File: config.mk
export PLATFORM = sky130hd
export DESIGN_NAME = fifo_with_min_max_mean_unit
export DESIGN_NICKNAME = d
export VERILOG_FILES = /design/src/rtl/core/fmmm_pkg.sv /design/src/rtl/core/fmmm_div.sv /design/src/rtl/core/fifo_with_min_max_mean_unit.sv
export SDC_FILE = /design/constraint.sdc
export NUM_CORES = 1
export LEC_CHECK = 0
export BUFFER_PORTS_ARGS = -buffer_cell sky130_fd_sc_hd__clkbuf_2
export CORE_MARGIN = 5
export CORE_UTILIZATION = 40
export DETAILED_ROUTE_END_ITERATION = 6
export GPL_TIMING_DRIVEN = 0
export PLACE_DENSITY_LB_ADDON = 0.3
export SETUP_SLACK_MARGIN = 0.4
export SLEW_MARGIN = 20
export SYNTH_ARGS = -nofsm -noshare
export SYNTH_HDL_FRONTEND = slang
export SYNTH_SLANG_ARGS = --single-unit
export TNS_END_PERCENT = 10
File: constraint.sdc
create_clock -name clk -period 8.67 [get_ports clk]
set_clock_uncertainty 0.1 [all_clocks]
set_input_delay 0.4335 -clock clk [delete_from_list [all_inputs] [get_ports clk]]
set_output_delay 0.4335 -clock clk [all_outputs]
set_load 0.02 [all_outputs]
File: src/rtl/core/fmmm_pkg.sv
// fmmm_pkg: shared widths, status codes and kind codes for the fifo statistics unit
// no dependencies; used by fmmm_div, fifo_with_min_max_mean_unit and its testbench
package fmmm_pkg;

    localparam int VALUE_W  = 32;
    localparam int STATUS_W = 2;

    typedef logic [STATUS_W-1:0] status_t;

    localparam status_t STATUS_OK    = 2'd0;
    localparam status_t STATUS_EMPTY = 2'd1;
    localparam status_t STATUS_FULL  = 2'd2;

    localparam logic KIND_PUSH = 1'b0;
    localparam logic KIND_POP  = 1'b1;

endpackage

File: src/rtl/core/fmmm_div.sv
// fmmm_div: restoring unsigned divider, one quotient bit per cycle
// depends on fmmm_pkg for the quotient width
module fmmm_div #(
    parameter int DIVIDEND_W = 37,
    parameter int DIVISOR_W  = 5
) (
    input  logic                          clk,
    input  logic                          rst_n,
    input  logic                          start,
    input  logic [DIVIDEND_W-1:0]         dividend,
    input  logic [DIVISOR_W-1:0]          divisor,
    output logic                          done,
    output logic [fmmm_pkg::VALUE_W-1:0]  quotient
);

    localparam int STEP_W = $clog2(DIVIDEND_W + 1);

    logic [DIVIDEND_W-1:0] quo_reg, quo_next;
    logic [DIVISOR_W-1:0]  rem_reg, rem_next;
    logic [STEP_W-1:0]     step_reg, step_next;
    logic                  busy_reg, busy_next;
    logic                  done_reg, done_next;
    logic [DIVISOR_W:0]    rem_shift;
    logic                  fits;

    always_comb
    begin
        rem_shift = {rem_reg, quo_reg[DIVIDEND_W-1]};
        fits      = rem_shift >= {1'b0, divisor};
        quo_next  = quo_reg;
        rem_next  = rem_reg;
        step_next = step_reg;
        busy_next = busy_reg;
        done_next = 1'b0;
        if (start)
        begin
            quo_next  = dividend;
            rem_next  = '0;
            step_next = STEP_W'(DIVIDEND_W);
            busy_next = 1'b1;
        end
        else if (busy_reg)
        begin
            // remainder stays below the divisor, so it fits the divisor width
            rem_next  = fits ? DIVISOR_W'(rem_shift - {1'b0, divisor})
                             : rem_shift[DIVISOR_W-1:0];
            quo_next  = {quo_reg[DIVIDEND_W-2:0], fits};
            step_next = step_reg - 1'b1;
            if (step_reg == STEP_W'(1))
            begin
                busy_next = 1'b0;
                done_next = 1'b1;
            end
        end
    end

    always_ff @(posedge clk or negedge rst_n)
    begin
        if (!rst_n)
        begin
            busy_reg <= 1'b0;
            done_reg <= 1'b0;
            step_reg <= '0;
        end
        else
        begin
            busy_reg <= busy_next;
            done_reg <= done_next;
            step_reg <= step_next;
        end
    end

    always_ff @(posedge clk)
    begin
        quo_reg <= quo_next;
        rem_reg <= rem_next;
    end

    assign done     = done_reg;
    assign quotient = quo_reg[fmmm_pkg::VALUE_W-1:0];

endmodule

File: src/rtl/core/fifo_with_min_max_mean_unit.sv
// channel  | direction | tdata                          | tuser
// s_*      | in        | value                          | kind (0 push, 1 pop)
// m_*      | out       | status, entry_count, largest,  | -
//          |           | smallest, average (low first)  |
//
// one word at a time: accept, a memory read for each held entry in ST_SCAN,
// ST_DIVGO starts the divider on the SUM_W-bit sum (SUM_W = 33 + log2 DEPTH),
// ST_DIV waits for the quotient, ST_OUT holds the result, then the next
// accept; a word that leaves the queue empty goes straight to the output
// s_tready is high only when the unit is idle; the result waits in the output
// register until m_tready; reset empties the queue at once
// fifo_with_min_max_mean_unit: bounded fifo with running max, min and mean
// depends on fmmm_pkg and fmmm_div
module fifo_with_min_max_mean_unit #(
    parameter int DEPTH = 16
) (
    input  logic         clk,
    input  logic         rst_n,
    input  logic         s_tvalid,
    output logic         s_tready,
    input  logic [31:0]  s_tdata,    // value
    input  logic         s_tuser,    // kind
    output logic         m_tvalid,
    input  logic         m_tready,
    // status, entry_count, largest, smallest, average, zero pad
    output logic [((fmmm_pkg::STATUS_W + $clog2(DEPTH + 1) + 3 * fmmm_pkg::VALUE_W + 7) / 8) * 8 - 1:0]
                         m_tdata
);

    localparam int VW     = fmmm_pkg::VALUE_W;
    localparam int AW     = $clog2(DEPTH);
    localparam int CNT_W  = $clog2(DEPTH + 1);
    localparam int SUM_W  = VW + AW + 1;
    localparam int OUT_W  = ((fmmm_pkg::STATUS_W + CNT_W + 3 * VW + 7) / 8) * 8;

    localparam logic [2:0] ST_IDLE  = 3'd0;
    localparam logic [2:0] ST_SCAN  = 3'd1;
    localparam logic [2:0] ST_DIVGO = 3'd2;
    localparam logic [2:0] ST_DIV   = 3'd3;
    localparam logic [2:0] ST_OUT   = 3'd4;

    logic [VW-1:0] mem [DEPTH];

    logic [2:0]              state_reg, state_next;
    logic [AW-1:0]           head_reg, head_next;
    logic [AW-1:0]           tail_reg, tail_next;
    logic [CNT_W-1:0]        cnt_reg, cnt_next;
    logic [AW-1:0]           rd_addr_reg, rd_addr_next;
    logic [CNT_W-1:0]        issued_reg, issued_next;
    logic [CNT_W-1:0]        got_reg, got_next;
    logic                    rd_pend_reg, rd_pend_next;
    logic signed [VW-1:0]    rd_data_reg;
    logic signed [VW-1:0]    hi_reg, hi_next;
    logic signed [VW-1:0]    lo_reg, lo_next;
    logic signed [VW-1:0]    avg_reg, avg_next;
    logic signed [SUM_W-1:0] sum_reg, sum_next;
    fmmm_pkg::status_t       status_reg, status_next;

    logic                    accept;
    logic                    wr_en;
    logic                    rd_en;
    logic                    first;
    logic signed [SUM_W-1:0] v_ext;
    logic [SUM_W-1:0]        sum_mag;
    logic                    div_start;
    logic                    div_done;
    logic [VW-1:0]           div_quo;

    function automatic logic [AW-1:0] wrap_inc(input logic [AW-1:0] idx);
        logic [AW-1:0] res;
        res = (idx == AW'(DEPTH - 1)) ? '0 : idx + 1'b1;
        return res;
    endfunction

    assign s_tready  = (state_reg == ST_IDLE);
    assign m_tvalid  = (state_reg == ST_OUT);
    assign accept    = s_tvalid && s_tready;
    assign wr_en     = accept && (s_tuser == fmmm_pkg::KIND_PUSH)
                       && (cnt_reg != CNT_W'(DEPTH));
    assign rd_en     = (state_reg == ST_SCAN) && (issued_reg != cnt_reg);
    assign first     = (got_reg == '0);
    assign v_ext     = {{(SUM_W - VW){rd_data_reg[VW-1]}}, rd_data_reg};
    assign sum_mag   = sum_reg[SUM_W-1] ? (~sum_reg + 1'b1) : sum_reg;
    assign div_start = (state_reg == ST_DIVGO);

    always_comb
    begin
        state_next   = state_reg;
        head_next    = head_reg;
        tail_next    = tail_reg;
        cnt_next     = cnt_reg;
        rd_addr_next = rd_addr_reg;
        issued_next  = issued_reg;
        got_next     = got_reg;
        rd_pend_next = 1'b0;
        hi_next      = hi_reg;
        lo_next      = lo_reg;
        avg_next     = avg_reg;
        sum_next     = sum_reg;
        status_next  = status_reg;

        unique case (state_reg)
            ST_IDLE:
            begin
                if (accept)
                begin
                    status_next = fmmm_pkg::STATUS_OK;
                    if (s_tuser == fmmm_pkg::KIND_PUSH)
                    begin
                        if (cnt_reg == CNT_W'(DEPTH))
                        begin
                            status_next = fmmm_pkg::STATUS_FULL;
                        end
                        else
                        begin
                            tail_next = wrap_inc(tail_reg);
                            cnt_next  = cnt_reg + 1'b1;
                        end
                    end
                    else
                    begin
                        if (cnt_reg == '0)
                        begin
                            status_next = fmmm_pkg::STATUS_EMPTY;
                        end
                        else
                        begin
                            head_next = wrap_inc(head_reg);
                            cnt_next  = cnt_reg - 1'b1;
                        end
                    end
                    rd_addr_next = head_next;
                    issued_next  = '0;
                    got_next     = '0;
                    hi_next      = '0;
                    lo_next      = '0;
                    avg_next     = '0;
                    sum_next     = '0;
                    // nothing held: statistics stay zero
                    state_next   = (cnt_next == '0) ? ST_OUT : ST_SCAN;
                end
            end
            ST_SCAN:
            begin
                if (rd_en)
                begin
                    rd_addr_next = wrap_inc(rd_addr_reg);
                    issued_next  = issued_reg + 1'b1;
                    rd_pend_next = 1'b1;
                end
                if (rd_pend_reg)
                begin
                    hi_next  = (first || rd_data_reg > hi_reg) ? rd_data_reg : hi_reg;
                    lo_next  = (first || rd_data_reg < lo_reg) ? rd_data_reg : lo_reg;
                    sum_next = first ? v_ext : sum_reg + v_ext;
                    got_next = got_reg + 1'b1;
                    if (got_reg + 1'b1 == cnt_reg)
                    begin
                        state_next = ST_DIVGO;
                    end
                end
            end
            ST_DIVGO:
            begin
                state_next = ST_DIV;
            end
            ST_DIV:
            begin
                if (div_done)
                begin
                    // divide the magnitude, then restore the sign of the sum
                    avg_next   = sum_reg[SUM_W-1] ? (~div_quo + 1'b1) : div_quo;
                    state_next = ST_OUT;
                end
            end
            ST_OUT:
            begin
                if (m_tready)
                begin
                    state_next = ST_IDLE;
                end
            end
            default:
            begin
                state_next = ST_IDLE;
            end
        endcase
    end

    always_ff @(posedge clk or negedge rst_n)
    begin
        if (!rst_n)
        begin
            state_reg   <= ST_IDLE;
            head_reg    <= '0;
            tail_reg    <= '0;
            cnt_reg     <= '0;
            rd_pend_reg <= 1'b0;
            issued_reg  <= '0;
            got_reg     <= '0;
        end
        else
        begin
            state_reg   <= state_next;
            head_reg    <= head_next;
            tail_reg    <= tail_next;
            cnt_reg     <= cnt_next;
            rd_pend_reg <= rd_pend_next;
            issued_reg  <= issued_next;
            got_reg     <= got_next;
        end
    end

    always_ff @(posedge clk)
    begin
        rd_addr_reg <= rd_addr_next;
        hi_reg      <= hi_next;
        lo_reg      <= lo_next;
        avg_reg     <= avg_next;
        sum_reg     <= sum_next;
        status_reg  <= status_next;
    end

    // entry memory: one write port, one registered read port
    always_ff @(posedge clk)
    begin
        if (wr_en)
        begin
            mem[tail_reg] <= s_tdata;
        end
        if (rd_en)
        begin
            rd_data_reg <= mem[rd_addr_reg];
        end
    end

    fmmm_div #(
        .DIVIDEND_W (SUM_W),
        .DIVISOR_W  (CNT_W)
    ) u_div (
        .clk      (clk),
        .rst_n    (rst_n),
        .start    (div_start),
        .dividend (sum_mag),
        .divisor  (cnt_reg),
        .done     (div_done),
        .quotient (div_quo)
    );

    assign m_tdata = OUT_W'({avg_reg, lo_reg, hi_reg, cnt_reg, status_reg});

    a_cnt_bound: assert property (@(posedge clk) disable iff (!rst_n)
        cnt_reg <= CNT_W'(DEPTH))
        else $error("entry count above depth");

    a_one_word: assert property (@(posedge clk) disable iff (!rst_n)
        m_tvalid |-> !s_tready)
        else $error("input taken while a result is pending");

    a_full_count: assert property (@(posedge clk) disable iff (!rst_n)
        (m_tvalid && status_reg == fmmm_pkg::STATUS_FULL) |-> (cnt_reg == CNT_W'(DEPTH)))
        else $error("full status with room left");

    a_empty_zero: assert property (@(posedge clk) disable iff (!rst_n)
        (m_tvalid && cnt_reg == '0) |-> (hi_reg == '0 && lo_reg == '0 && avg_reg == '0))
        else $error("statistics not zero on empty queue");

endmodule

* Word-level counts from Yosys, hierarchy flattened
Memory sizes are Yosys's and may differ from the RTL's. A register that Yosys moved wholly into a read port is not among the register bits. Index checks and enable logic that the tools add are counted.
Storage, ports and cells: flip-flop bits (word level) 216, bits in writable memories 512, output and inout bits 106, memories kept 1, word-level logic and storage cells 137
Operators by class: $lt $le $gt $ge 3, eq/ne operators 20, add/subtract/negate cells 12, bitwise operators 4, reduce and logical (&&, ||, !) cells 21, mux-type cells 58
Memories:
- mem | depth 16, width 32, read ports 1, clocked after memory_dff 1, write ports 1, line fifo_with_min_max_mean_unit.sv:42 | logic [VW-1:0] mem [DEPTH];
Operators by type and width (count):
- $mux 32 | 7
- $mux 37 | 6
- $pmux 32 s2 | 3
- $pmux 37 s2 | 1
- $mux 5 | 9
- $add 37x1->37 const B | 1
- $add 37x32->37 | 1
- $not 37->37 | 1
- $add 32x1->32 const B | 1
- $gt 32x32->1 | 1
- $lt 32x32->1 | 1
- $not 32->32 | 1
- $mux 4 | 7
- $pmux 5 s2 | 2
- $mux 3 | 6
- $add 5x1->5 const B | 3
- $logic_not 5->1 | 3
- $pmux 3 s5 | 1
- $add 4x1->4 const B | 3
- $eq 4x4->1 const B | 3
- $mux 6 | 2
- $ne 2x1->1 const B | 6
- $reduce_and 4->1 | 3
- $mux 1 | 11
- 23 further kinds | 35

* Depth between registers and ports, before layout
depth in word-level cells 9, depth in mapped cells 11, depth with buffers taken out 11

* Cells and area by module
A second synthesis with hierarchy kept.
Second synthesis, totals: cell total of the unflattened synthesis 2457, area, all modules 34962.3 µm²
By module, submodules not included:
- fifo_with_min_max_mean_unit | instances 1, area an instance 32349.8 µm², cells each 2253, seq. area each 21185.3 µm²
- fmmm_div | instances 1, area an instance 2612.5 µm², cells each 204, seq. area each 1411.4 µm²

* Worst setup path before layout
Ideal clock, no wire load.
path type reg2reg, start register cnt_reg[1], end memory mem[4][0] (netlist bit), enable pin, arrival time 4.418 ns, library setup time 0.461 ns, path buffers 1, slack 3.691 ns, cell stages (with the launch flop) 8, cell sequence dfrtp_1 -> clkbuf_1 -> inv_1 -> ha_1 -> and3_1 -> a211oi_1 -> nand2_1 -> nor3_1
Between the ends: cells in the longest elaborated chain, start to end 4
Ends and longest elaborated chain:
- start: declaration | line fifo_with_min_max_mean_unit.sv:47 | logic [CNT_W-1:0] cnt_reg, cnt_next;
- start signal: assignment | line fifo_with_min_max_mean_unit.sv:207 | cnt_reg <= cnt_next;
- $ne 5x5->1 | line fifo_with_min_max_mean_unit.sv:79 | && (cnt_reg != CNT_W'(DEPTH));
- $logic_and 1x1->1 | line fifo_with_min_max_mean_unit.sv:79
- $mux 1 | line fifo_with_min_max_mean_unit.sv:227 | if (wr_en)
- $mux 1 (not written as such) | line fifo_with_min_max_mean_unit.sv:229 | mem[tail_reg] <= s_tdata;
- end: declaration | line fifo_with_min_max_mean_unit.sv:42
Every way passes these cells.

* Worst setup path in the final report
start register cnt_reg[1], end memory mem[4][20] (netlist bit), enable pin
The elaborated chain is that of the path after synthesis.

==> impl_results.md <==
* Outcome: complete, but fails checks
* Failing checks: design-rule violations
* Minimum clock period at between 4 and 5 ns
* Nets at about 2900
* Worst-Skew Late Latency at around 0.65 ns
* CTS Buffer Depth at 3
* TritonCTS Sinks at 760
* RSZ-0062 raised after global routing: no
* Mapped Cells at between 2000 and 2500
* Clk pin slew, worst setup/hold paths at about 0.06 ns
* Layout cell share with drive strength beyond 1 at between 15 and 20%
* Synth Cell Area at between 30000 and 40000 um2
* Starting DRT DRC Count at 1773
* # rows at roughly 110
* Post-synth EDFFs at 720
* Post-synthesis mux area share at between 8 and 9%
* Placed cell count at between 3000 and 4000
* Crit path kind: register to register
* Max reg flops at 512
* VDD IR-drop max at around 0.18 mV
* CTS tree: built
* Die ar. at between 90000 and 100000 um2
* Critical path launch point type: register
* Most frequent cells in the layout: edfxtp_1 (720), nand2_1 (204), o21ai_0 (158)
* Pin count of the biggest net entering global routing at 36
* Worst-case reg-to-reg path depth at 10
* Hpwl dp at about 64 mm
* Largest family of logic cells by synthesized area: compound AO/OA/AOI/OAI gates
* Vias in the first global route at approximately 22000
* Post-CTS sizing at 0
* Area Growth Syn to Fin at 15.96%
* Synth warn at 0
* Placeable Area at roughly 86000 um2
* Initial Utilization at between 40% and 50%
* Ys flop type: edfxtp_1
* Sequential fraction of the synthesis area at between 60% and 70%
* Total Routing Usage GR at 18.83%
* TritonRoute pass-1 iters at 7
* Num CTS Buffers at 82
* Hold path start: m_tready
* Data required, critical path at approximately 8.9 ns
* Worst setup margin at between 4 and 5 ns
* Post CTS Setup Buffer Count at 0
* Ranking of synthesized cells by area: edfxtp_1 (62%), ha_1 (4.3%), mux4_2 (4.2%)
* Setup_tns at 0 ns
* Die Y at 304.1 um
* Worst Setup End Kind: register
* Avg Inst Size Synth at ~14 um2
* Wirelength, routed at roughly 90 mm
* Post-route DRC at 6
* Initial antenna violation count at 8
* Placed cell area at about 37000 um2
* DR vias at about 22000
* Simple-gate share of the synthesized area at approximately 7.1%
* Grt ovf at 0
* Max Freq at ~240 MHz
* Post-synth top area share at 62.48%
* Die width at 304.1 um
* Period utilization at between 40 and 50%
* Crit path DAT at approximately 4.5 ns
* First-pass GRT wire length at between 100 and 150 mm
* Hold_buf cts at 1
* Unique cell type count in the Yosys netlist at slightly below 80
* Cell taking the most area after synthesis: edfxtp_1
* Startpoint of the worst-slack reg-to-reg timing path: cnt_reg[1]
* Final setup fails at 0
* H-Tree Depth at 3
* Post-DR vias/cell at between 5 and 6
* Post-synth ARST share at 4.605%
* Crit-path max FO at 9
* Setup crit start: cnt_reg[1]
* Cell Pwr Density at approximately 400 nW/um2
* Commonest non-fill, non-tap cell in the layout: edfxtp_1
* Slew Limit Fails at 0
* Yosys reg bits at 760
* Synthesized net count at approximately 2600
* Hold Path Stages at 3
* GP Congestion at 0.8918
* Worst-Margin Slew at 1.061 ns
* Post-DR wirelength/cell at ~23 um
* Root buf cell: clkbuf_16
* Lkg Pwr at about 0.015 uW
* DRT antenna net count at 0
* Relative slew margins at between 20 and 30%
* Endpoints failing hold at 0
* Hold crit path type: primary input to register
* Adder-cell share of the synthesized area at 4.419%
* Port buffer count at 141
* Synth Area in Compound Gates at around a tenth
* Dpl ws at 4.065 ns
* Synth Area in XOR/XNOR at between 3 and 4%
* Ports at around 140
* Number of max-cap violations at 0
* Fin area at ~40000 um2
* Final Non-Filler Cells at between 3000 and 4000
synth_stat cells, types with 41 or more instances:
master    count
a21oi_1     128
nor2_1      108
edfxtp_1    720
mux2i_1     113
inv_1        99
xor2_1       90
clkbuf_1     99
nand2_1     204
and3_1       41
o21ai_0     159
ha_1        119
mux4_2       64
worst max-delay path, stage by stage, from the launching register on:
cell,delay (ns)
dfrtp_1,0.45
clkbuf_1,0.41
inv_1,0.17
ha_1,0.27
and3_1,0.25
a211oi_2,0.67
nand2_1,0.37
nor3_2,0.44
buf_4,0.30
buf_4,0.23
buf_4,0.22
power breakdown:
group / internal (uW) / switching, uW
sequential: 4940 / 682
clock: 2090 / 1470
combinational: 2480 / 4210
stage by stage:
step                      hold WS [ns]  total power, uW  utilization (%)
after floorplan                0.03791             9986                -
after global placement          0.3490            12110            42.95
after detailed placement        0.3585            12340            43.62
after CTS                      0.04589            15930            46.88
after global routing           0.07344            16820            46.89
final                          0.06635            15870            46.90
layer usage:
layer | up-vias | global-route usage, % | routed length, um
met5 | - | 0 | 13
met4 | 2 | 6.340 | 3000
met3 | 161 | 3.027 | 5156
met2 | 697 | 32.68 | 44690
met1 | 10700 | 24.24 | 36910
li1 | 9950 | - | -
logic make-up after synthesis:
family	after synthesis
flops	760
compound gates	518
simple gates	514
buf+inv	217
mux	203
xor+xnor	123
fa+ha+maj	121
other cells	1
path summary, 6_finish.rpt:
check / slack (ns) / to
min reg2reg: 0.37 / u_div.rem_reg[4]
min in group asynchronous: 0.37 / cnt_reg[2]
max reg2reg: 4.44 / mem[4][20]
min: 0.07 / state_reg[2]
max: 4.44 / mem[4][20]
max in group asynchronous: 7.51 / got_reg[3]
area by class of cell:
class | instances | area, um2
Timing Repair Buffer | 173 | 1174
Tap cell | 1144 | 1431
Inverter | 101 | 379.1
Buffer | 116 | 445.4
Antenna cell | 4 | 10.01
Multi-Input combinational cell | 1480 | 11300
Clock inverter | 57 | 674.4
Sequential cell | 760 | 22600
Fill cell | 7470 | 45420
Clock buffer | 97 | 2108
No activity file was read; power rests on OpenSTA's default activity.
